### config.mk
export PLATFORM = sky130hd
export DESIGN_NAME = bsp_front
export DESIGN_NICKNAME = d
export VERILOG_FILES = /design/src/design/bsp_pkg.sv /design/src/design/bsp_front.sv
export SDC_FILE = /design/constraint.sdc
export NUM_CORES = 1
export LEC_CHECK = 0
export BUFFER_PORTS_ARGS = -buffer_cell sky130_fd_sc_hd__buf_2
export CORE_MARGIN = 10
export CORE_UTILIZATION = 45
export CTS_BUF_LIST = sky130_fd_sc_hd__clkbuf_16
export DETAILED_ROUTE_END_ITERATION = 12
export PLACE_DENSITY = 0.7
export SLEW_MARGIN = 10
export SYNTH_ARGS = -nofsm -noshare
export SYNTH_HDL_FRONTEND = slang
export SYNTH_SLANG_ARGS = --single-unit
### constraint.sdc
create_clock -name i_clk -period 8.7 [get_ports i_clk]
set_input_delay 1.305 -clock i_clk [delete_from_list [all_inputs] [get_ports i_clk]]
set_output_delay 1.305 -clock i_clk [all_outputs]
set_load 0.05 [all_outputs]
### src/design/bsp_pkg.sv
package bsp_pkg;

    // Source frame geometry and fraction precision
    localparam int SRC_WIDTH  = 640;
    localparam int SRC_HEIGHT = 400;
    localparam int FRAC_BITS  = 8;

    // Field widths of the stream items and registers
    localparam int CMD_W    = 1;
    localparam int COLUMN_W = 10;
    localparam int PIX_W    = 24;
    localparam int XY_W     = 12;
    localparam int DIM_W    = 13;
    localparam int FMT_W    = 2;
    localparam int ROW_W    = 9;
    localparam int WORD_W   = 32;

    localparam int ADDR_W = $clog2(SRC_WIDTH);

    // Stream packing (tdata / tuser bit positions)
    localparam int S_TDATA_W  = 64;
    localparam int S_TUSER_W  = 2;
    localparam int M_TDATA_W  = 48;
    localparam int TD_COL_LSB = 0;
    localparam int TD_PIX_LSB = TD_COL_LSB + COLUMN_W;
    localparam int TD_OX_LSB  = TD_PIX_LSB + PIX_W;
    localparam int TD_OY_LSB  = TD_OX_LSB + XY_W;
    localparam int TU_CMD     = 0;
    localparam int TU_SEL     = 1;

    // Configuration port
    localparam int CFG_IDX_W  = 2;
    localparam int CFG_DATA_W = DIM_W;

    // Scale division: ((SRC-1) << FRAC_BITS) / size
    localparam int NUM_X   = (SRC_WIDTH - 1) << FRAC_BITS;
    localparam int NUM_Y   = (SRC_HEIGHT - 1) << FRAC_BITS;
    localparam int NUM_MAX = (NUM_X > NUM_Y) ? NUM_X : NUM_Y;
    localparam int DIV_W   = $clog2(NUM_MAX + 1);
    localparam int DIV_CNT_W = $clog2(DIV_W);

    // Register reset values
    localparam int OUT_WIDTH_RESET  = 640;
    localparam int OUT_HEIGHT_RESET = 400;
    localparam int SX_RESET = NUM_X / OUT_WIDTH_RESET;
    localparam int SY_RESET = NUM_Y / OUT_HEIGHT_RESET;

    // Colour channel masks
    localparam logic [WORD_W-1:0] MASK_RB = 32'h00FF_00FF;
    localparam logic [WORD_W-1:0] MASK_G  = 32'h0000_FF00;

    // Queue between front and back
    localparam int FIFO_DEPTH = 4;  // power of two
    localparam int FIFO_PTR_W = $clog2(FIFO_DEPTH);
    localparam int FIFO_CNT_W = $clog2(FIFO_DEPTH + 1);

    typedef enum logic [CMD_W-1:0] {
        CMD_LOAD    = 1'b0,
        CMD_REQUEST = 1'b1
    } t_cmd;

    typedef enum logic [FMT_W-1:0] {
        FMT_ARGB8888 = 2'd0,
        FMT_RGB888   = 2'd1,
        FMT_RGB565   = 2'd2,
        FMT_RGB555   = 2'd3
    } t_pix_fmt;

    typedef enum logic [CFG_IDX_W-1:0] {
        CFG_OUT_WIDTH    = 2'd0,
        CFG_OUT_HEIGHT   = 2'd1,
        CFG_PIXEL_FORMAT = 2'd2
    } t_cfg_idx;

    typedef enum logic [1:0] {
        DIV_IDLE,
        DIV_X,
        DIV_Y
    } t_div_state;

    // Classified item: col carries the load column or the request's ix
    typedef struct packed {
        t_cmd                 cmd;
        logic                 sel;
        logic [ADDR_W-1:0]    col;
        logic [PIX_W-1:0]     pix;
        logic [FRAC_BITS-1:0] ex;
        logic [FRAC_BITS-1:0] ey;
        logic [ROW_W-1:0]     iy;
    } t_item;

endpackage

### src/design/bsp_front.sv
module bsp_front
    import bsp_pkg::*;
    (
        input  logic                  i_clk,
        input  logic                  i_rst_n,
        // item input
        input  logic                  i_valid,
        output logic                  o_ready,
        input  logic                  i_cmd,
        input  logic                  i_sel,
        input  logic [COLUMN_W-1:0]   i_col,
        input  logic [PIX_W-1:0]      i_pix,
        input  logic [XY_W-1:0]       i_ox,
        input  logic [XY_W-1:0]       i_oy,
        // configuration writes
        input  logic                  i_cfg_valid,
        output logic                  o_cfg_ready,
        input  logic [CFG_IDX_W-1:0]  i_cfg_index,
        input  logic [CFG_DATA_W-1:0] i_cfg_data,
        // towards the queue
        output logic                  o_push,
        output t_item                 o_item,
        input  logic                  i_full,
        output t_pix_fmt              o_fmt
    );

    t_div_state           r_state, n_state;
    logic [DIM_W-1:0]     r_out_width, n_out_width;
    logic [DIM_W-1:0]     r_out_height, n_out_height;
    t_pix_fmt             r_fmt, n_fmt;
    logic [DIV_W-1:0]     r_sx, n_sx;
    logic [DIV_W-1:0]     r_sy, n_sy;
    logic [DIV_W-1:0]     r_q, n_q;
    logic [DIM_W-1:0]     r_rem, n_rem;
    logic [DIV_CNT_W-1:0] r_cnt, n_cnt;

    logic                 r_f_valid;
    t_item                r_f_item;

    logic [DIM_W-1:0]     w_eff, h_eff, w_m1, h_m1, den;
    logic [DIM_W:0]       rem_sh, rem_sub;
    logic                 fits;
    logic [DIM_W-1:0]     rem_nx;
    logic [DIV_W-1:0]     q_nx;
    logic                 cfg_fire;
    logic                 accept;
    logic [XY_W-1:0]      ox_c, oy_c;
    logic [XY_W+DIV_W-1:0] prod_x, prod_y;
    t_item                n_item;
    logic                 keep;

    // Zero size behaves as one
    assign w_eff = (r_out_width == '0) ? DIM_W'(1) : r_out_width;
    assign h_eff = (r_out_height == '0) ? DIM_W'(1) : r_out_height;
    assign w_m1  = w_eff - DIM_W'(1);
    assign h_m1  = h_eff - DIM_W'(1);

    assign o_cfg_ready = (r_state == DIV_IDLE);
    assign cfg_fire    = i_cfg_valid && o_cfg_ready;
    assign o_fmt       = r_fmt;

    // Restoring divider step, one quotient bit a cycle
    assign den     = (r_state == DIV_Y) ? h_eff : w_eff;
    assign rem_sh  = {r_rem, r_q[DIV_W-1]};
    assign fits    = (rem_sh >= {1'b0, den});
    assign rem_sub = rem_sh - {1'b0, den};
    assign rem_nx  = fits ? rem_sub[DIM_W-1:0] : rem_sh[DIM_W-1:0];
    assign q_nx    = {r_q[DIV_W-2:0], fits};

    // Register writes and scale recompute sequencing
    always_comb begin
        n_state      = r_state;
        n_out_width  = r_out_width;
        n_out_height = r_out_height;
        n_fmt        = r_fmt;
        n_sx         = r_sx;
        n_sy         = r_sy;
        n_q          = r_q;
        n_rem        = r_rem;
        n_cnt        = r_cnt;
        unique case (r_state)
            DIV_IDLE: begin
                if (cfg_fire) begin
                    unique case (t_cfg_idx'(i_cfg_index))
                        CFG_OUT_WIDTH: begin
                            n_out_width = i_cfg_data;
                            n_state     = DIV_X;
                        end
                        CFG_OUT_HEIGHT: begin
                            n_out_height = i_cfg_data;
                            n_state      = DIV_X;
                        end
                        CFG_PIXEL_FORMAT: begin
                            n_fmt = t_pix_fmt'(i_cfg_data[FMT_W-1:0]);
                        end
                        default: ;
                    endcase
                    n_q   = DIV_W'(NUM_X);
                    n_rem = '0;
                    n_cnt = '0;
                end
            end
            DIV_X: begin
                n_q   = q_nx;
                n_rem = rem_nx;
                n_cnt = r_cnt + DIV_CNT_W'(1);
                if (r_cnt == DIV_CNT_W'(DIV_W - 1)) begin
                    n_sx    = q_nx;
                    n_q     = DIV_W'(NUM_Y);
                    n_rem   = '0;
                    n_cnt   = '0;
                    n_state = DIV_Y;
                end
            end
            DIV_Y: begin
                n_q   = q_nx;
                n_rem = rem_nx;
                n_cnt = r_cnt + DIV_CNT_W'(1);
                if (r_cnt == DIV_CNT_W'(DIV_W - 1)) begin
                    n_sy    = q_nx;
                    n_state = DIV_IDLE;
                end
            end
            default: begin
                n_state = DIV_IDLE;
            end
        endcase
    end

    always_ff @(posedge i_clk) begin
        if (!i_rst_n) begin
            r_state      <= DIV_IDLE;
            r_out_width  <= DIM_W'(OUT_WIDTH_RESET);
            r_out_height <= DIM_W'(OUT_HEIGHT_RESET);
            r_fmt        <= FMT_ARGB8888;
            r_sx         <= DIV_W'(SX_RESET);
            r_sy         <= DIV_W'(SY_RESET);
            r_cnt        <= '0;
        end else begin
            r_state      <= n_state;
            r_out_width  <= n_out_width;
            r_out_height <= n_out_height;
            r_fmt        <= n_fmt;
            r_sx         <= n_sx;
            r_sy         <= n_sy;
            r_cnt        <= n_cnt;
        end
    end

    always_ff @(posedge i_clk) begin
        r_q   <= n_q;
        r_rem <= n_rem;
    end

    // Clamp coordinates and scale to source positions
    assign ox_c = ({1'b0, i_ox} >= w_eff) ? w_m1[XY_W-1:0] : i_ox;
    assign oy_c = ({1'b0, i_oy} >= h_eff) ? h_m1[XY_W-1:0] : i_oy;
    assign prod_x = {{DIV_W{1'b0}}, ox_c} * {{XY_W{1'b0}}, r_sx};
    assign prod_y = {{DIV_W{1'b0}}, oy_c} * {{XY_W{1'b0}}, r_sy};

    // Classify the incoming item
    always_comb begin
        n_item.cmd = t_cmd'(i_cmd);
        n_item.sel = i_sel;
        n_item.pix = i_pix;
        n_item.ex  = prod_x[FRAC_BITS-1:0];
        n_item.ey  = prod_y[FRAC_BITS-1:0];
        n_item.iy  = prod_y[FRAC_BITS +: ROW_W];
        if (t_cmd'(i_cmd) == CMD_LOAD) begin
            n_item.col = i_col[ADDR_W-1:0];
            keep       = (32'(i_col) < 32'(SRC_WIDTH));
        end else begin
            n_item.col = prod_x[FRAC_BITS +: ADDR_W];
            keep       = 1'b1;
        end
    end

    // Output stage towards the queue; loads past the line end are dropped
    assign o_ready = (r_state == DIV_IDLE) && (!r_f_valid || !i_full);
    assign accept  = i_valid && o_ready;
    assign o_push  = r_f_valid && !i_full;
    assign o_item  = r_f_item;

    always_ff @(posedge i_clk) begin
        if (!i_rst_n) begin
            r_f_valid <= 1'b0;
        end else if (accept) begin
            r_f_valid <= keep;
        end else if (!i_full) begin
            r_f_valid <= 1'b0;
        end
    end

    always_ff @(posedge i_clk) begin
        if (accept) begin
            r_f_item <= n_item;
        end
    end

endmodule

== After elaboration in Yosys (flattened, before gate mapping) ==
Cells that the tools add are included.

* Memories kept: 0
* Flip-flop bits (word level): 164
* Bits in latches: 0
* Logic and storage cells: 81
* Output and inout bits: 66
* Input port bits: 80
* RAM bits: 0
* ROM bits: 0

* Add/sub/neg operators: 4
* Div/mod/pow operators: 0
* Shift-type cells: 0
* Order comparisons: 4
* $mul: 2
* Equality and inequality tests: 10
* Reduce and logical (&&, ||, !) cells: 20
* Muxes and demuxes: 24
* Bitwise operators: 0

{| class="wikitable"
|+ Operators with widths
! operator !! count
|-
| $mux W13 || 6
|-
| $pmux W18 S3 || 1
|-
| $pmux W13 S3 || 1
|-
| $mux W18 || 2
|-
| $ge A12 B13 Y1 || 2
|-
| $logic_not A13 Y1 || 2
|-
| $mux W12 || 2
|-
| $sub A12 B1 Y12 const B || 2
|-
| $mul A12 B18 Y17 || 1
|-
| $mul A12 B18 Y18 || 1
|-
| $pmux W5 S3 || 1
|-
| $ge A14 B13 Y1 || 1
|-
| $sub A13 B13 Y13 || 1
|-
| $lt A10 B10 Y1 const B || 1
|-
| $mux W10 || 1
|-
| $mux W5 || 2
|-
| $reduce_and A3 Y1 || 3
|-
| $mux W2 || 4
|-
| $ne A2 B1 Y1 const B || 3
|-
| $pmux W2 S3 || 1
|-
| $reduce_and A2 Y1 || 3
|-
| $add A5 B1 Y5 const B || 1
|-
| $eq A5 B5 Y1 const B || 1
|-
| $eq A2 B1 Y1 const B || 2
|-
| 10 further kinds || 19
|}

== Longest topological paths before layout ==
* Depth after elaboration: 7
* Depth in mapped cells: 37
* Gate-level depth less buffers: 34

== Least setup slack after synthesis ==
Ideal clock, no wire load.

* Path type: register to register
* Start point: reg r_out_height[6]
* End point: reg r_f_item, in the netlist o_item[8] (data pin)
* Stages on the path, launching flop included: 32
* Path slack: 0.861 ns
* Library setup time: 0.268 ns
* Arrival: 7.571 ns
* Data required time: 8.432 ns
* Buffers on the path: 2
* Clock period less this slack: 7.839 ns
* Cells stage by stage: dfxtp_1 > or4_1 > or4_4 > nor4_2 > a31oi_1 > inv_2 > ha_1 > nor2b_1 > o21ai_0 > nand4_1 > a31oi_1 > o41ai_4 > buf_4 > mux2i_1 > clkbuf_1 > nand2_1 > fa_1 > inv_1 > fa_1 > fa_1 > fa_1 > inv_1 > fa_1 > inv_1 > ha_1 > and2_1 > o21ai_0 > o21ai_0 > o21ai_0 > nand2b_1 > a21oi_1 > xnor3_1

{| class="wikitable"
|+ RTL lines
! item !! line !! source
|-
| start, declared || bsp_front.sv:29 || <nowiki>logic [DIM_W-1:0] r_out_height, n_out_height;</nowiki>
|-
| start signal, assigned || bsp_front.sv:134 || <nowiki>r_out_height <= DIM_W'(OUT_HEIGHT_RESET);</nowiki>
|-
| start signal, assigned || bsp_front.sv:142 || <nowiki>r_out_height <= n_out_height;</nowiki>
|-
| end signal, assigned || bsp_front.sv:196 || <nowiki>r_f_item <= n_item;</nowiki>
|-
| end, declared || bsp_front.sv:38 || <nowiki>t_item r_f_item;</nowiki>
|}

==> impl_metrics.py <==
metrics = {
    "cts": {
        "cts_sinks": 163,
        "holdBufCountCts": 0,
        "clock_latency_ns": 0.44,
        "htree_num_levels": 4,
        "cts_root_buf": "clkbuf_16",
        "clk_pin_slew_ns": 0.08,
        "cts_tree": "done",
        "cts_setup_buffers": 0,
        "cts.path.max_buffers": 2,
        "numCtsBuffers": 17,
        "cts_resized": 0,
    },
    "run_status": {
        "status": "finished clean",
    },
    "routing": {
        "detail-route-antenna-nets": 0,
        "drtIter0Drc": 706,
        "drtPass1Iterations": 5,
        "drc": 0,
        "vias_per_cell": 5.098,
        "wl_per_cell_um": 16.01,
        "num_vias": 11970,
        "wirelength_mm": 37.60,
    },
    "timing": {
        "hold_viol": 0,
        "maxSlewViolCount": 0,
        "fmax_mhz": 123.1,
        "fin_ws_ns": 0.5789,
        "finalSetupTns_ns": 0,
        "period_needed_ns": 8.121,
        "min_period_over_period_pct": 93.35,
        "maxSlewHeadroom_pct": 25.79,
        "fin_worst_skew_ns": 0.02226,
        "tightest_slew_ns": 1.113,
        "rsz0062_at_grt": "false",
        "setup_viol": 0,
    },
    "synth": {
        "synth_edf_count": 92,
        "synth_top_area_share_pct": 23.50,
        "yosysWarnings": 0,
        "synth_nets": 2139,
        "avgSynthCellArea_um2": 9.167,
        "synth.distinct_cells": 66,
        "synthArstFlopShare_pct": 0,
        "synth.largest_area_cell": "fa_1",
        "synth-seq-cells": 163,
        "synthFlopType": "edfxtp_1",
        "synth.cell_area_mm2": 0.01610,
        "synth_cells": 1756,
        "yosys-top-cells-area": "fa_1 (24%), edfxtp_1 (17%), ha_1 (8.9%)",
        "yosysSeqAreaShare_pct": 25.99,
    },
    "layout": {
        "area.growth.synth_to_final_pct": 11.43,
        "drive_gt1_share_pct": 12.82,
        "diodes": 0,
        "multi_input_area_mm2": 0.01053,
        "nNetsFinal": 2257,
        "regArea_mm2": 0.004184,
        "post-route-cell-area_mm2": 0.01794,
        "fillers": 3312,
    },
    "floorplanning": {
        "placeableCoreArea_mm2": 0.03540,
        "ios": 146,
        "row_count": 69,
        "initial_core_util_pct": 45.48,
        "die_area_mm2": 0.04374,
        "die_y_um": 209.1,
        "die_x_um": 209.1,
    },
    "worst_setup_path": {
        "rr_endpoint": "o_item[8]",
        "endpoint_kind": "register",
        "cpLargestDelayFamily": "adder cells",
        "cp_max_fo": 14,
        "reg2reg_slack_ns": 0.58,
        "worstPathArrival_ns": 8.31,
        "ff2ff_path_depth": 31,
        "r2r-start": "r_out_height[7]",
        "crit_top_cell": "fa_1",
        "critPathBufInv": 6,
        "slowest_delay_ns": 0.56,
        "crit_path_top_delay_cell": "or4_1",
        "required_ns": 8.88,
        "start_kind": "register",
        "crit_type": "register to register",
    },
    "global_route": {
        "use_met2_pct": 29.20,
        "grt_max_degree": 62,
        "overflow": 0,
        "antenna_found_initial": 0,
        "grt-busiest-layer": "met2",
        "use_met1_pct": 23.61,
        "use_met3_pct": 2.923,
        "grt_pass1_vias": 12400,
        "track_usage_pct": 17.62,
        "grt_pass1_wl_mm": 63.73,
    },
    "run": {
        "cap_violations": 0,
    },
    "hold_path": {
        "hp-class": "register to register",
        "whs_endpoint": "r_sx[17]",
        "hold_start": "r_sx[17]",
        "min_path_cells": 2,
    },
    "placed_design": {
        "pre_cts_slack_ns": 0.2705,
        "dp_hpwl_mm": 30.12,
        "portBuffers": 145,
        "post_dp_cell_area_mm2": 0.01730,
        "globalplace.congestion": 0.8744,
    },
}
==> layout make-up <==
class                           count  share of cell area (%)
Clock inverter                     14                  0.8440
Multi-Input combinational cell   1219                   58.67
Tap cell                          461                   3.215
Inverter                          305                   6.382
Clock buffer                       18                   2.511
Timing Repair Buffer              168                   5.050
Sequential cell                   163                   23.32
==> kinds of logic after synthesis <==
logic type	Yosys count	share of synthesized area, %
simple gates	602	17.06
buf+inv	374	8.845
fa+ha+maj	303	32.36
compound gates	182	7.648
flops	163	25.99
xor+xnor	85	4.889
mux	47	3.202
==> registers in the layout (all words and copies together) (netlist names), 5 cells and up <==
name          cells
r_sx             18
r_cnt             5
r_out_height     13
r_rem            13
r_q              18
o_item           61
r_sy             17
r_out_width      13
==> per-layer routing <==
| layer | up-vias | part of all wire (%) |
|---|---|---|
| met3 | 33 | 5.3 |
| met1 | 5890 | 46 |
| met2 | 303 | 48 |
| li1 | 5745 | - |
| met5 | - | 0 |
| met4 | 0 | 1.3 |
==> worst register-to-register path: cells and delay by family (launching register included) <==
family	cells	cell delay [ns]
buffers and inverters	6	0.69
muxes	1	0.24
AOI/OAI and AO/OA	8	1.58
adders and majority gates	7	3.06
xor gates and xnor gates	1	0.22
and+or+nand+nor	8	1.77
DFF	1	0.36
==> synth_stat cells (all sizes together) (3+ instances only) <==
cell type  instances
o211ai             7
a21oi             40
o21ai             38
nand4              6
xor2              18
mux2i             30
a21o              16
a211oi             5
edfxtp            92
o21bai             7
nor2b             33
nand2            356
o21a               5
clkbuf            59
dfxtp             71
nand3             30
mux2              17
inv              305
fa               189
or4                4
xnor2             65
and3               3
ha               114
a31oi              3
o31a               5
buf               10
nor2              53
a21boi            46
nor4               7
nand2b            10
nor3              18
and2              75
o41ai              3
==> how the worst max path moves through the flow <==
stage,startpoint,to,depth (start not counted)
finish,r_out_height[7],o_item[8],31
global placement,r_out_height[7],o_item[8],32
CTS,r_out_height[7],o_item[8],32
detailed placement,r_out_height[7],o_item[8],32
floorplan,r_out_height[6],o_item[8],31
global route,r_out_height[7],o_item[8],32
==> through the flow <==
stage / hold slack [ns] / util, % / instances
floorplan: 0.4437 / - / 1756
global placement: 0.4599 / 48.87 / 2316
detailed placement: 0.4653 / 48.87 / 2316
CTS: 0.4750 / 50.57 / 2348
global route: 0.5040 / 50.68 / 2348
finish: 0.4707 / 50.68 / 2348
==> cells in the final DEF, fill, tap and decap left out, types with 5 or more instances in the layout <==
cell,count
nand2_1,353
inv_1,305
fa_1,189
buf_2,145
ha_1,114
edfxtp_1,92
and2_1,74
dfxtp_1,71
xnor2_1,64
nor2_1,53
a21boi_0,46
a21oi_1,36
nor2b_1,33
nand3_1,30
o21ai_0,30
mux2i_1,29
buf_4,21
nor3_1,18
clkbuf_16,18
xor2_1,17
a21o_1,16
mux2_2,12
nand2b_1,10
o21ai_1,7
o21bai_1,7
o211ai_1,7
nand4_1,6
o21a_1,5
mux2_4,5
Power is left out: the tool's default activity adds up to more than one toggle a clock period on the data nets, which glitch-free logic cannot reach.
