--- src/design/bsp_pkg.sv ---
package bsp_pkg;

    // Source frame geometry and fraction precision
    localparam int SRC_WIDTH  = 640;
    localparam int SRC_HEIGHT = 400;
    localparam int FRAC_BITS  = 8;

    // Field widths of the stream items and registers
    localparam int CMD_W    = 1;
    localparam int COLUMN_W = 10;
    localparam int PIX_W    = 24;
    localparam int XY_W     = 12;
    localparam int DIM_W    = 13;
    localparam int FMT_W    = 2;
    localparam int ROW_W    = 9;
    localparam int WORD_W   = 32;

    localparam int ADDR_W = $clog2(SRC_WIDTH);

    // Stream packing (tdata / tuser bit positions)
    localparam int S_TDATA_W  = 64;
    localparam int S_TUSER_W  = 2;
    localparam int M_TDATA_W  = 48;
    localparam int TD_COL_LSB = 0;
    localparam int TD_PIX_LSB = TD_COL_LSB + COLUMN_W;
    localparam int TD_OX_LSB  = TD_PIX_LSB + PIX_W;
    localparam int TD_OY_LSB  = TD_OX_LSB + XY_W;
    localparam int TU_CMD     = 0;
    localparam int TU_SEL     = 1;

    // Configuration port
    localparam int CFG_IDX_W  = 2;
    localparam int CFG_DATA_W = DIM_W;

    // Scale division: ((SRC-1) << FRAC_BITS) / size
    localparam int NUM_X   = (SRC_WIDTH - 1) << FRAC_BITS;
    localparam int NUM_Y   = (SRC_HEIGHT - 1) << FRAC_BITS;
    localparam int NUM_MAX = (NUM_X > NUM_Y) ? NUM_X : NUM_Y;
    localparam int DIV_W   = $clog2(NUM_MAX + 1);
    localparam int DIV_CNT_W = $clog2(DIV_W);

    // Register reset values
    localparam int OUT_WIDTH_RESET  = 640;
    localparam int OUT_HEIGHT_RESET = 400;
    localparam int SX_RESET = NUM_X / OUT_WIDTH_RESET;
    localparam int SY_RESET = NUM_Y / OUT_HEIGHT_RESET;

    // Colour channel masks
    localparam logic [WORD_W-1:0] MASK_RB = 32'h00FF_00FF;
    localparam logic [WORD_W-1:0] MASK_G  = 32'h0000_FF00;

    // Queue between front and back
    localparam int FIFO_DEPTH = 4;  // power of two
    localparam int FIFO_PTR_W = $clog2(FIFO_DEPTH);
    localparam int FIFO_CNT_W = $clog2(FIFO_DEPTH + 1);

    typedef enum logic [CMD_W-1:0] {
        CMD_LOAD    = 1'b0,
        CMD_REQUEST = 1'b1
    } t_cmd;

    typedef enum logic [FMT_W-1:0] {
        FMT_ARGB8888 = 2'd0,
        FMT_RGB888   = 2'd1,
        FMT_RGB565   = 2'd2,
        FMT_RGB555   = 2'd3
    } t_pix_fmt;

    typedef enum logic [CFG_IDX_W-1:0] {
        CFG_OUT_WIDTH    = 2'd0,
        CFG_OUT_HEIGHT   = 2'd1,
        CFG_PIXEL_FORMAT = 2'd2
    } t_cfg_idx;

    typedef enum logic [1:0] {
        DIV_IDLE,
        DIV_X,
        DIV_Y
    } t_div_state;

    // Classified item: col carries the load column or the request's ix
    typedef struct packed {
        t_cmd                 cmd;
        logic                 sel;
        logic [ADDR_W-1:0]    col;
        logic [PIX_W-1:0]     pix;
        logic [FRAC_BITS-1:0] ex;
        logic [FRAC_BITS-1:0] ey;
        logic [ROW_W-1:0]     iy;
    } t_item;

endpackage

--- src/design/bsp_fifo.sv ---
module bsp_fifo
    import bsp_pkg::*;
    (
        input  logic  i_clk,
        input  logic  i_rst_n,
        input  logic  i_push,
        input  t_item i_data,
        output logic  o_full,
        input  logic  i_pop,
        output t_item o_data,
        output logic  o_empty
    );

    t_item                 r_mem [FIFO_DEPTH];
    logic [FIFO_PTR_W-1:0] r_wr_ptr;
    logic [FIFO_PTR_W-1:0] r_rd_ptr;
    logic [FIFO_CNT_W-1:0] r_count;
    logic                  push;
    logic                  pop;

    assign o_full  = (r_count == FIFO_CNT_W'(FIFO_DEPTH));
    assign o_empty = (r_count == '0);
    assign push    = i_push && !o_full;
    assign pop     = i_pop && !o_empty;
    assign o_data  = r_mem[r_rd_ptr];

    // Pointers and fill level
    always_ff @(posedge i_clk) begin
        if (!i_rst_n) begin
            r_wr_ptr <= '0;
            r_rd_ptr <= '0;
            r_count  <= '0;
        end else begin
            if (push) begin
                r_wr_ptr <= r_wr_ptr + FIFO_PTR_W'(1);
            end
            if (pop) begin
                r_rd_ptr <= r_rd_ptr + FIFO_PTR_W'(1);
            end
            if (push && !pop) begin
                r_count <= r_count + FIFO_CNT_W'(1);
            end else if (pop && !push) begin
                r_count <= r_count - FIFO_CNT_W'(1);
            end
        end
    end

    // Entry storage
    always_ff @(posedge i_clk) begin
        if (push) begin
            r_mem[r_wr_ptr] <= i_data;
        end
    end

endmodule

--- config.mk ---
export PLATFORM = sky130hd
export DESIGN_NAME = bsp_fifo
export DESIGN_NICKNAME = d
export VERILOG_FILES = /design/src/design/bsp_pkg.sv /design/src/design/bsp_fifo.sv
export SDC_FILE = /design/constraint.sdc
export NUM_CORES = 1
export LEC_CHECK = 0
export BUFFER_PORTS_ARGS = -buffer_cell sky130_fd_sc_hd__buf_2
export CAP_MARGIN = 20
export CORE_ASPECT_RATIO = 2
export CORE_MARGIN = 10
export CORE_UTILIZATION = 57
export CTS_CLUSTER_SIZE = 20
export DETAILED_ROUTE_END_ITERATION = 10
export PLACE_DENSITY = 0.79
export SLEW_MARGIN = 25
export SYNTH_ARGS = -nofsm -noshare
export SYNTH_HDL_FRONTEND = slang
export SYNTH_SLANG_ARGS = --single-unit
--- constraint.sdc ---
create_clock -name i_clk -period 3.3 [get_ports i_clk]
set_input_delay 0.165 -clock i_clk [delete_from_list [all_inputs] [get_ports i_clk]]
set_output_delay 0.165 -clock i_clk [all_outputs]
set_load 0.01 [all_outputs]
# Yosys cells after proc, flatten, opt, wreduce, memory -nomap -nowiden
# Memories as Yosys holds them, arrays and structs flattened. A register that Yosys moved wholly into a read port is not among the register bits.
# Index checks and enable logic that the tools add are counted.
# word_totals
elab_cells	25
output_inout_bits	63
input_bits	65
mem_bits_rw	244
memories	1
regBits	7
# op_classes
addsub	4
reduce_logical	10
n_mux	6
eq_ne	1
# memory_table
memory	depth	width	rd	rd_ports_with_merged_regs	write_ports	line	rtl
r_mem	4	61	1	1	1	bsp_fifo.sv:14	t_item r_mem [FIFO_DEPTH];
# ops
operator	count
2-to-1 mux 3 bit	2
adder 2 x 1 -> 2 bit, second input constant	2
logical AND 1 bit	4
zero test 1 bit	4
2-to-1 mux 2 bit	2
adder 3 x 1 -> 3 bit, second input constant	1
== test 3 bit, second input constant	1
zero test 3 bit	1
subtractor 3 x 1 -> 3 bit, second input constant	1
2-to-1 mux 1 bit	2
nonzero test 2 bit	1

# Logic depth before layout (Yosys ltp)
# Gate-level depths: netlist of run 1.
# depth
word_depth	7
ltp_mapped	9
ltp_nobuf	8

# Least setup slack after synthesis of run 1
# OpenSTA, ideal clock, no wires.
# synth_path
kind	register to register
start	register r_count[0]
end	memory r_mem[0][0] (netlist bit) (enable)
t_required_ns	2.875
synth_period_minus_slack_ns	2.709
arrival_ns	2.283
stages_incl_launch_ff	5
slack_ns	0.591
path_cell_list	dfxtp_1 -> nor3b_2 -> nor2b_1 -> buf_2 -> and2_1
# synth_between
elab_chain_cells	5
# synth_lines
element	line	rtl
start: declaration	bsp_fifo.sv:17	logic [FIFO_CNT_W-1:0] r_count;
start signal: assignment	bsp_fifo.sv:41	r_count <= r_count + FIFO_CNT_W'(1);
start signal: assignment	bsp_fifo.sv:43	r_count <= r_count - FIFO_CNT_W'(1);
== test 3 bit	bsp_fifo.sv:21	assign o_full = (r_count == FIFO_CNT_W'(FIFO_DEPTH));
net o_full	bsp_fifo.sv:8	output logic o_full,
zero test 1 bit	bsp_fifo.sv:23	assign push = i_push && !o_full;
logical AND 1 bit	bsp_fifo.sv:23	
net push	bsp_fifo.sv:18	logic push;
2-to-1 mux 1 bit	bsp_fifo.sv:50	if (push) begin
2-to-1 mux 1 bit (not written as such)	bsp_fifo.sv:51	r_mem[r_wr_ptr] <= i_data;
end: declaration	bsp_fifo.sv:14	
# The timed path passes the listed nets, and every way through them passes these cells.

# Worst setup path in the final report of run 1
# layout_path
start	register r_count[0]
end	register r_count[2]
# layout_between
elab_chain_cells	6
elab_cells_between_ends	15
classes_between	add/sub (2); eq/ne (1); mux (2); reduce/logical (10)
# layout_lines
element
branches (longest 6 deep; another with subtractor 3 x 1 -> 3 bit)
# Several ways; the timed one is not identified. The select of a mux whose other input is x is not followed.
# A chain may end at the register's enable or synchronous reset.

==> results of run 1 <==
## worst register-to-register path, stage by stage (launching register included)
cell and delay (ps):
dfxtp_1 490, nor3b_2 100, nor2b_1 490, ha_1 320, inv_1 70, fa_1 400, xor2_1 170, or3_1 300
a21boi_0 170
## power groups by stage
stage          Combinational (mW)  Clock (mW)  Sequential, mW
6_report                     2.02        2.23            4.04
5_1_grt                      2.18        2.37            4.07
4_1_cts                      2.06        2.28            4.04
3_5_place_dp                 2.00           0            4.11
3_3_place_gp                 1.96           0            4.07
2_1_floorplan                1.43           0            4.05
## repair_timing
action | in CTS | in global routing
endpoints found under the setup margin | 0 | 0
hold buffers | 61 | 0
endpoints found under the hold margin | 244 | 0
## routing by layer
layer | part of all wire | wire length [µm]
met1 | 0.37 | 6587
met2 | 0.55 | 9804
met3 | 0.046 | 815
met4 | 0.033 | 583
met5 | 0 | 0
## state kept, by name, indices dropped and copies added, names as in the netlist, named ones only
| register | flops |
|---|---|
| r_count | 3 |
| r_mem | 244 |
| r_wr_ptr | 2 |
| r_rd_ptr | 2 |
## area by class of cell
| type | count | area share |
|---|---|---|
| sequential | 253 | 0.6620 |
| clock inverter | 4 | 0.002205 |
| tap | 204 | 0.02249 |
| timing repair buffer | 190 | 0.1133 |
| antenna | 1 | 0.0002205 |
| inverter | 3 | 0.0009923 |
| clock buffer | 30 | 0.05193 |
| multi-input combinational | 95 | 0.1469 |
## how the worst min path moves through the flow
stage	cells past startpoint	to	start	slack (ps)
after floorplan	0	r_mem[0][0]	i_data[0]	260
after global placement	1	r_mem[2][47]	i_data[47]	370
after detailed placement	1	r_mem[0][1]	i_data[1]	380
after CTS	2	flip-flop	i_rst_n	5
after global routing	2	flip-flop	i_rst_n	30
final	2	r_rd_ptr[0]	i_rst_n	5
## through the flow
stage          area (µm²)  hold WS (ps)
4_1_cts             11350         4.550
2_1_floorplan        9349         263.9
3_5_place_dp        10120         382.2
3_3_place_gp        10120         374.2
5_1_grt             11350         27.85
6_report            11350         5.444
## cell families after synthesis
group / synth area share
mux: 0.1502
xor+xnor: 0.003748
flops: 0.8030
simple gates: 0.01084
compound gates: 0.003613
fa+ha+maj: 0.008833
buf+inv: 0.01981
## cell usage after synthesis, drive strengths merged
master,instances
mux4,61
mux2i,3
nor3b,1
nor3,1
inv,3
and2,8
a21boi,1
fa,1
nor2b,2
ha,5
dfxtp,9
xor2,1
o31ai,1
edfxtp,244
o311ai,1
clkbuf,1
xnor2,3
o21ai,1
buf,15
nand2,4
or3,1
==> metrics list, run 1 <==
- The run finished with clean final reports.
- Worst Setup Path Type: flip-flop to flip-flop
* Gates resized, CTS repair: 0
* Combinational fraction of design power: 0.243
* Via count of the first global-routing pass: 4841
- Summed over all nets, the switching power comes to 2.162 mW.
* Global-route met3 utilization: 0.02800
- Pre-Repair DR Iteration Count: 4
- Ordered list of cells on the worst path: nor3b_2, nor2b_1, ha_1, inv_1, fa_1, xor2_1, or3_1, a21boi_0
* Clock-pin slew reported for the worst setup and hold paths after clock tree synthesis: 70 ps
- WL/cell: 22.81 µm
- Across the whole layout, storage elements account for 0.007512 mm².
- Most common library cell in the layout ignoring fill and taps: edfxtp_1
- Filler Cells Inserted: 1005
* Destination of the worst register-to-register timing path: r_count[2]
- No sink is reached through more buffers than the 3 on the longest clock path.
* Overall global routing resource usage: 0.1551
- The worst register-to-register path has a depth of 8.
- Unique cell type count in the Yosys netlist: 24
* Fmax: around 380 MHz
- Die X-Extent: 110.6 µm
- Setup violations remaining at the end of the flow were counted as 0.
- Total of warnings raised by yosys: 0
- Overall via count from detail_route: 4410
* Maximum level of the CTS H-tree: 1
- Kind of end point of the critical path: flip-flop
* Initial core utilization: 0.5776
- TNS Setup: 0 ps
- Tot Pwr: just over 8 mW
* Commonest cells after routing, fill and taps aside: edfxtp_1, buf_2, mux4_2, dlygate4sd3_1, clkbuf_16
- Across the run, the number of max-cap violations was 0.
* Unrepaired setup endpoints after global routing: no
- Signal arrival time at the worst endpoint: 3000 ps
- The tree built by TritonCTS fans out to between 200 and 300 sinks.
* Seq cells post-synth: 253
* Required time of the critical path: 3700 ps
- Leak: about 3.8 nW
* Clock share of power: 0.269
* Dominant delay contributor by cell family on the critical path: simple AND/OR/NAND/NOR gates
- The critical path crosses 8 cells after its start point.
- Relative slew slack: 0.3711
* Area of the multi-input gates: 0.001667 mm²
- Internal cell power: 6.126 mW
- In this run the vertical extent of the chip is 201.1 µm.
* Least setup slack across all paths after layout: 698.5 ps
* Placed insts: 684
- Detailed placement finished with a half-perimeter wire length of 10.91 mm.
- The most critical setup path has its startpoint at r_count[0].
* Buffering stage count on the worst path with inverters included: 1
* Mean cell area of the mapped netlist: 25.47 µm²
* Worst slack, placed: a little over 700 ps
* Portion of synthesized cell area occupied by the leading cell type: 0.7837
* Initial antenna violation count: 1
- Weighted congestion at the end of routability-driven global placement: 0.7196
* Layout Utilization: 0.7011
- Part of the power in registers: 0.487
- Total detailed-routing wirelength: about 18 mm
- Of the total power, the share spent switching nets is 0.2609.
* Synth area leader: edfxtp_1
* Met1 Usage GRT: 0.1795
- Summing every instance area after synthesis gives 0.009349 mm².
- P per Cell Area: about 730 mW/mm²
- Clock latency at the later pin of the worst-skew pair: 490 ps
* Met2 layer usage reported by global route: 0.2754
- Starting DRT DRC Count: 206
- Placeable core area: 0.01619 mm²
* Post-Synthesis Net Count: 438
- Clock tree synthesis selected as its root buffer the cell clkbuf_16.
* Inserted Clock Buffers: 20
* Sum of overflow across all layers after global routing: 0
* Biggest fanout along the worst timing path: 7
- TritonCTS built the clock tree.
- Tightest Pin Transition: 943.4 ps
- Worst Setup Start Kind: flip-flop
- Dividing the detail-routed via count by the number of cells gives 5.654.
* Worst clock skew: 13.59 ps
- The die covers 0.02224 mm².
- After synthesis, the cell types taking the most area are edfxtp_1, mux4_2, dfxtp_1.
- The count of cells in the finished layout, fillers not included, comes to 780.
- In the final layout, the share of cells above drive strength 1 is 0.3913.
- met2 is the most crowded layer.
* Layout area overhead: 21.39%
- Postcts setup bufs: 0
* Post-route minimum period: 2602 ps
- Pin placement for this block handled 128 I/O pins.
- First-pass GRT wire length: between 20 and 30 mm
- Input and output buffers added on the ports amount to ~130.
* Worst hold path type: primary input to flip-flop
- Worst reg2reg startpoint: r_count[0]
- In the synthesized netlist, the number of instances is ~370.
- Final #Nets: between 600 and 700
* Largest net degree at the start of global routing: 62
- The final-report max-slew violation count is 0.
- Number of antenna-violating nets in the routed design: 0
* Critical Path End: r_count[2]
- The final hold violation count came to 0.
* Seq/Total Area, Yosys: 0.8030
- Number of cell rows: 66
- Post-route DRC violation count: 0
- Maximum cell stage delay along the critical path: approximately 490 ps
- Reg-to-reg slack, setup: 700 ps
- Worst vdd ir: about 0.70 mV
- The slowest stage of the critical path belongs to the cell dfxtp_1.
- Final period util: 0.7883
(Power assumes the default switching activity.)
==> run 2: changes to the inputs <==
Clock period 3.3 ns to 2.5 ns, I/O delays scaled along.
==> run 2 against run 1 <==
Clock power up 41%. Combinational power up 34%. Global-route usage up 0.49 points. Via count fell by 0.70%. Sequential share of layout area is 0.96 points lower. Routed wire length is 1.2% higher. Clock skew shrank 8.4 ps. Hold slack improved by 110 ps. Critical endpoint is now o_data[30]. Register-to-register slack lost 330 ps. Count of clock-buffer cells in the layout shrank 7. Critical path type is now flip-flop to output port. Final cell count grew 1.2%.
==> metrics list, run 2 (synthesized netlist as in run 1, its figures left out) <==
- The run finished with clean final reports.
* Relative slew slack: 0.6346 (+0.2635)
- The post-layout worst setup margin is 311.3 ps (-387.1 ps).
- Dominant delay contributor by cell family on the critical path: multiplexers
* Commonest cells after routing, fill and taps aside: edfxtp_1, buf_2, dlygate4sd3_1
- The leftover overflow at the end of global routing is 0 (unchanged).
- The routed design could run at a clock period as short as 2189 ps.
* Clock latency at the later pin of the worst-skew pair: 490 ps (about the same)
- The setup violation total in the final timing report is 0 (unchanged).
- The peak per-stage delay on the critical path is 570 ps (+80 ps).
* Weighted congestion at the end of routability-driven global placement: 0.7205 (+0.13%)
- Kind of end point of the critical path: output port
- The maximum level of the CTS H-tree is 1 (unchanged).
- Die area: 0.02224 mm² (unchanged)
- The half-perimeter wire length of the detailed placement result is 11.55 mm (+5.8%).
- The count of input and output buffers came to 127 (unchanged).
- The slew at the pin closest to its max-slew limit was 548.2 ps (-395.2 ps).
* Overall via count from detail_route: 4379 (-0.70%)
- Most flops, register: r_mem
- Biggest fanout along the worst timing path: 12 (+5)
- First-pass GRT wire length: 28.09 mm (+1.8%)
- Postcts setup bufs: 0 (unchanged)
- Met3 WL: 751 µm (-7.9%)
* Ordered list of cells on the worst path: buf_4, mux4_2, buf_2
* Layout Utilization: 0.7117 (+0.01059)
- Die X-Extent: 110.6 µm (unchanged)
* Signal arrival time at the worst endpoint: 2060 ps (-940 ps)
* Overall global routing resource usage: 0.1600 (+0.004946)
* Largest registers: r_mem x244, r_count x3
- The total power density per cell area is 973.6 mW/mm² (+33%).
- Worst slack, placed: 376.6 ps (-347.1 ps)
- Placeable core area: 0.01619 mm² (unchanged)
- The standard-cell row count came to 66 (unchanged).
* Worst Setup Path Type: flip-flop to output port
- Standard cell area after detailed placement: 0.01024 mm² (+1.2%)
- The total buffers and inverters traversed by the critical path is 2 (+1).
- Root buffer cell: clkbuf_16
* Final Max Slew Viols: 0 (unchanged)
- Required time of the critical path: 2380 ps (-1320 ps)
- Maximum root-to-sink buffer count: 3 (unchanged)
- Sum of met2 wire segment lengths after detailed routing: 10.39 mm (+6.0%)
- The number of remaining DRC errors came to 0 (unchanged).
* Flip-flop count of the largest register, all copies and words added: 244 (unchanged)
* Pre-Repair DR Iteration Count: 5 (+1)
* Via count of the first global-routing pass: 4932 (+1.9%)
- Setup repair after global routing left no endpoint under its margin.
- TritonCTS built the clock tree.
* Tot Pwr: 11.22 mW (+35%)
- The initial DRC count came to 275 (+33%).
* WL/cell: 22.83 µm (about the same)
* Filler Cells Inserted: 997 (-0.80%)
- The maximum number of pins on one net before global-route repair is 48 (-23%).
- The setup TNS was 0 ps (unchanged).
* Final #Nets: 643 (+1.4%)
- The detailed-route wire length came to 18.01 mm (+1.2%).
* Inserted Clock Buffers: 21 (+5.0%)
- The leakage power of the design is 3.916 nW (+1.8%).
* Final period util: 0.8755
- The effective utilization at floorplan was 0.5776 (unchanged).
- Static timing analysis puts the maximum clock frequency at 456.9 MHz.
- The number of antenna violations at the first check in global routing came to 0 (-1).
- Signal routing reaches up to met4.
* Top-level port count: 128 (unchanged)
- Number of diodes added for antenna fixing: 0 (-1)
- The clock edge transition at the registers on the reported setup and hold paths came to 60 ps (about the same).
- The clock sink count came to 253 (unchanged).
- Routed length on met1: 6.470 mm (-1.8%)
- The detail-routed via count per cell came to 5.550 (-1.8%).
* Cell type of the slowest stage on the worst timing path: mux4_2
- From synthesis to final layout, the design area changed by 23.22%.
- Worst vdd ir: 0.7671 mV (+9.1%)
- The final clock skew came to 5.174 ps (-8.412 ps).
* Worst hold path type: primary input to flip-flop
* Number of antenna-violating nets in the routed design: 0 (unchanged)
* Vertical die dimension: 201.1 µm (unchanged)
* Fraction of final layout cells with drive strength greater than 1: 0.4051 (+0.01382)
- Final instance area: 0.01152 mm² (+1.5%)
- Max Cap Viol: 0 (unchanged)
- The final hold violation count was 0 (unchanged).
- The worst setup path is launched from a flip-flop.
* Most common library cell in the layout ignoring fill and taps: edfxtp_1
[run 2: per-layer routing]
layer  GRT usage  vias to the layer above
met4     0.05514                        0
met1      0.1744                     2275
met2      0.3016                      118
li1            -                     1960
met5           0                        -
met3     0.02711                       26
[run 2: power by group]
part           leakage, nW  switching (mW)  internal, mW  total [mW]
combinational         1.29            1.33          1.37        2.70
sequential            2.31           0.231          5.15        5.38
clock                0.317            1.38          1.76        3.14
total                 3.92            2.94          8.28        11.2
[run 2: final timing paths]
| path | startpoint | end | slack, ps | cells past startpoint |
|---|---|---|---|---|
| max reg2reg | r_count[1] | r_count[2] | 370 | 7 |
| min reg2reg | r_wr_ptr[1] | r_wr_ptr[1] | 520 | 2 |
| max | flip-flop | o_data[30] | 310 | 3 |
| min | i_pop | flip-flop | 120 | 4 |
[run 2: what timing repair did]
| action | in CTS | in global routing |
|---|---|---|
| endpoints found under the hold margin | 253 | 0 |
| gates resized for setup | 0 | 0 |
| hold buffers | 62 | 0 |
[run 2: worst min-delay path: cells and delay by family]
| kind | cells | cell delay (ps) |
|---|---|---|
| simple gates | 1 | 160 |
| xor+xnor | 1 | 90 |
| compound gates | 1 | 80 |
| buf+inv | 1 | 120 |
[run 2: cell type report]
class | instances | area [µm²] | share of cell area
Inverter | 3 | 11.26 | 0.0009775
Clock buffer | 23 | 533.0 | 0.04627
Multi-Input combinational cell | 95 | 1667 | 0.1447
Sequential cell | 253 | 7515 | 0.6523
Clock inverter | 13 | 127.6 | 0.01108
Timing Repair Buffer | 198 | 1411 | 0.1225
Tap cell | 204 | 255.2 | 0.02216
[run 2: metrics by stage]
| stage | hold slack [ps] | std cells |
|---|---|---|
| 2_1_floorplan | 223.9 | 367 |
| 3_3_place_gp | 333.6 | 691 |
| 3_5_place_dp | 342.2 | 691 |
| 4_1_cts | 113.1 | 789 |
| 5_1_grt | 124.8 | 789 |
| 6_report | 119.3 | 789 |
==> run 3: changes to the inputs <==
Settings changed: PLACE_DENSITY 0.79 to 0.88.
==> run 3 against run 2 <==
Via count is 1.5% higher. Critical path depth rose by 5. Sequential cell count is the same. Non-clock buffer count increased by 5. Setup slack worse by 66 ps. Critical endpoint is now r_count[2].
==> metrics list, run 3 (synthesized netlist as in run 1, its figures left out) <==
* Worst slack, placed: 346.7 ps (-29.92 ps)
* Worst vdd ir: 0.7729 mV (+0.76%)
* Layout area overhead: 24.52%
- The routed length on met1 is 6.592 mm (+1.9%).
* First-pass GRT wire length: 29.39 mm (+4.6%)
- The area of all placed cells without fillers is 0.01164 mm² (+1.1%).
- Largest net degree at the start of global routing: 32 (-33%)
- TritonCTS built the clock tree.
- The share of power burned in registers is 0.470 (-0.010).
- Ranked by flip-flop count, first place goes to r_mem.
* Worst Setup Start Kind: flip-flop
- Initial antenna violation count: 1 (+1)
* Signal arrival time at the worst endpoint: 2670 ps (+610 ps)
- The horizontal extent of the die is 110.6 µm (unchanged).
- The switching part of the total was 0.2575 (-0.004355).
* Postcts setup bufs: 0 (unchanged)
- The deepest clock path buffer count came to 3 (unchanged).
- The final critical-path share of the clock period is 0.9020 (+0.02653).
- Commonest cells after routing, fill and taps aside: edfxtp_1, buf_2, dlygate4sd3_1
* Relative slew slack: 0.7124 (+0.07785)
* Fmax: 443.5 MHz (-2.9%)
- The leftover overflow at the end of global routing was 0 (unchanged).
* Clock share of power: 0.292 (+0.012)
- The detailed router used layers up to and including met4.
- Weighted congestion at the end of routability-driven global placement: 0.7797 (+8.2%)
- Post-route minimum period: 2255 ps (+66.34 ps)
* TNS Setup: 0 ps (unchanged)
- The depth of the worst register-to-register path came to 8 (+1).
- Final HPWL from detailed placement: 11.80 mm (+2.2%)
* Worst clock skew: 12.42 ps (+7.245 ps)
* Ordered list of cells on the worst path: nor3b_2, nor2b_1, ha_1, inv_1, fa_1, xor2_1, or3_1, a21boi_0
- Kind of end point of the critical path: flip-flop
- The total power density per cell area came to 982.6 mW/mm² (+0.93%).
* Count of final setup violators: 0 (unchanged)
- Standard cell area after detailed placement: 0.01031 mm² (+0.66%)
* Required time of the critical path: 2910 ps (+530 ps)
* Largest registers: r_mem x244, r_count x3
- Internal cell power: 8.493 mW (+2.6%)
- The number of flip-flops under the largest register name is 244 (unchanged).
- Buffering stage count on the worst path with inverters included: 1 (-1)
- Count of cells along the worst hold path: 4 (unchanged)
* Top-level port count: 128 (unchanged)
- Vertical die dimension: 201.1 µm (unchanged)
- The kind of cell with the highest combined delay along the critical path is simple AND/OR/NAND/NOR gates.
* Vias per std cell: 5.578 (+0.51%)
- The net switching power of the design is 2.946 mW (+0.30%).
- Initial core utilization: 0.5776 (unchanged)
* Worst hold path type: primary input to flip-flop
* Number of cell rows: 66 (unchanged)
* Combinational fraction of design power: 0.238 (-0.003)
- The number of CTS-inserted buffers was 21 (unchanged).
- The die area came to 0.02224 mm² (unchanged).
* Tightest Pin Transition: 431.4 ps (-116.8 ps)
- WL/cell: 23.33 µm (+2.2%)
- The clock sink count came to 253 (unchanged).
- IO Port Bufs: 127 (unchanged)
- The largest individual stage delay along the critical path comes from the cell dfxtp_1.
- Clock-pin slew reported for the worst setup and hold paths after clock tree synthesis: 70 ps (about the same)
* Gates resized, CTS repair: 0 (unchanged)
- Overall global routing resource usage: 0.1662 (+0.006155)
- Pre-Repair DR Iteration Count: 4 (-1)
* Total detailed-routing wirelength: 18.59 mm (+3.2%)
* Biggest fanout along the worst timing path: 6 (-6)
- Least setup slack across all paths after layout: 245.0 ps (-66.34 ps)
* Maximum level of the CTS H-tree: 1 (unchanged)
- Starting DRT DRC Count: 243 (-12%)
* Fraction of final layout cells with drive strength greater than 1: 0.4095 (+0.004347)
- Worst Setup Path Type: flip-flop to flip-flop
- Most common library cell in the layout ignoring fill and taps: edfxtp_1
- Setup repair after global routing left no endpoint under its margin.
- The area of the core is 0.01619 mm² (unchanged).
- Status: complete, no violations
* Post-route DRC violation count: 0 (unchanged)
- Tightest hold margin: 121.4 ps (+2.145 ps)
* Final #Nets: 648 (+0.78%)
* Post-CTS Hold Buffers: 62 (unchanged)
* Final Max Slew Viols: 0 (unchanged)
* Sum of met2 wire segment lengths after detailed routing: 10.59 mm (+2.0%)
* Via count of the first global-routing pass: 5030 (+2.0%)
- Number of antenna-violating nets in the routed design: 0 (unchanged)
- Clock latency at the later pin of the worst-skew pair: 490 ps (about the same)
* Leak: 3.978 nW (+1.6%)
- Number of hold-slack violations in the final timing report: 0 (unchanged)
* Root buffer cell: clkbuf_16
* Met3 WL: 861 µm (+15%)
- Overall via count from detail_route: 4446 (+1.5%)
- The number of cells on the critical path is 8 (+5).
* Maximum cell stage delay along the critical path: 510 ps (-60 ps)
* Max Cap Viol: 0 (unchanged)
## run 3: cell types whose count changed in the layout (fill, tap and decap cells not counted), sizes merged
cell	previous run	this run
bufinv	2	4
clkinv	8	7
clkinvlp	3	1
inv	3	4
buf	136	141
clkbuf	23	24
diode	0	2
## run 3: final timing paths
| kind | to | slack, ps | from |
|---|---|---|---|
| min reg2reg | r_wr_ptr[0] | 520 | r_wr_ptr[0] |
| max | r_count[2] | 240 | r_count[0] |
| max reg2reg | r_count[2] | 240 | r_count[0] |
| min | flip-flop | 120 | i_pop |
## run 3: power groups by stage
| stage | Combinational (mW) | Sequential, mW | Clock [mW] |
|---|---|---|---|
| after floorplan | 1.90 | 5.33 | 0 |
| after global placement | 2.65 | 5.42 | 0 |
| after detailed placement | 2.69 | 5.47 | 0 |
| after CTS | 2.79 | 5.38 | 3.39 |
| after global routing | 2.93 | 5.42 | 3.55 |
| final | 2.72 | 5.37 | 3.34 |
## run 3: final cells by class
type,instances,area (µm²)
antenna,2,5.005
tap,204,255.2
timing repair buffer,203,1486
clock buffer,24,536.8
inverter,3,11.26
multi-input combinational,95,1662
clock inverter,13,172.7
sequential,253,7512
fill,990,4544
## run 3: layer usage
metal | track usage | vias to the layer above
met5 | 0 | -
met4 | 0.05981 | 0
met3 | 0.03158 | 43
met2 | 0.3082 | 127
met1 | 0.1825 | 2295
li1 | - | 1981
## run 3: worst register-to-register path, delay by kind of cell, from the launching register on
family	cells	cell delay, ps
flops	1	510
compound gates	1	170
simple gates	3	630
fa+ha+maj	2	620
buf+inv	1	80
xor+xnor	1	160
## run 3: metrics by stage
stage                 util  power (mW)  instances
global route        0.7191       11.90        796
global placement    0.6368       8.068        696
detailed placement  0.6368       8.161        696
floorplan                -       7.227        367
finish              0.7192       11.44        797
CTS                 0.7189       11.56        795
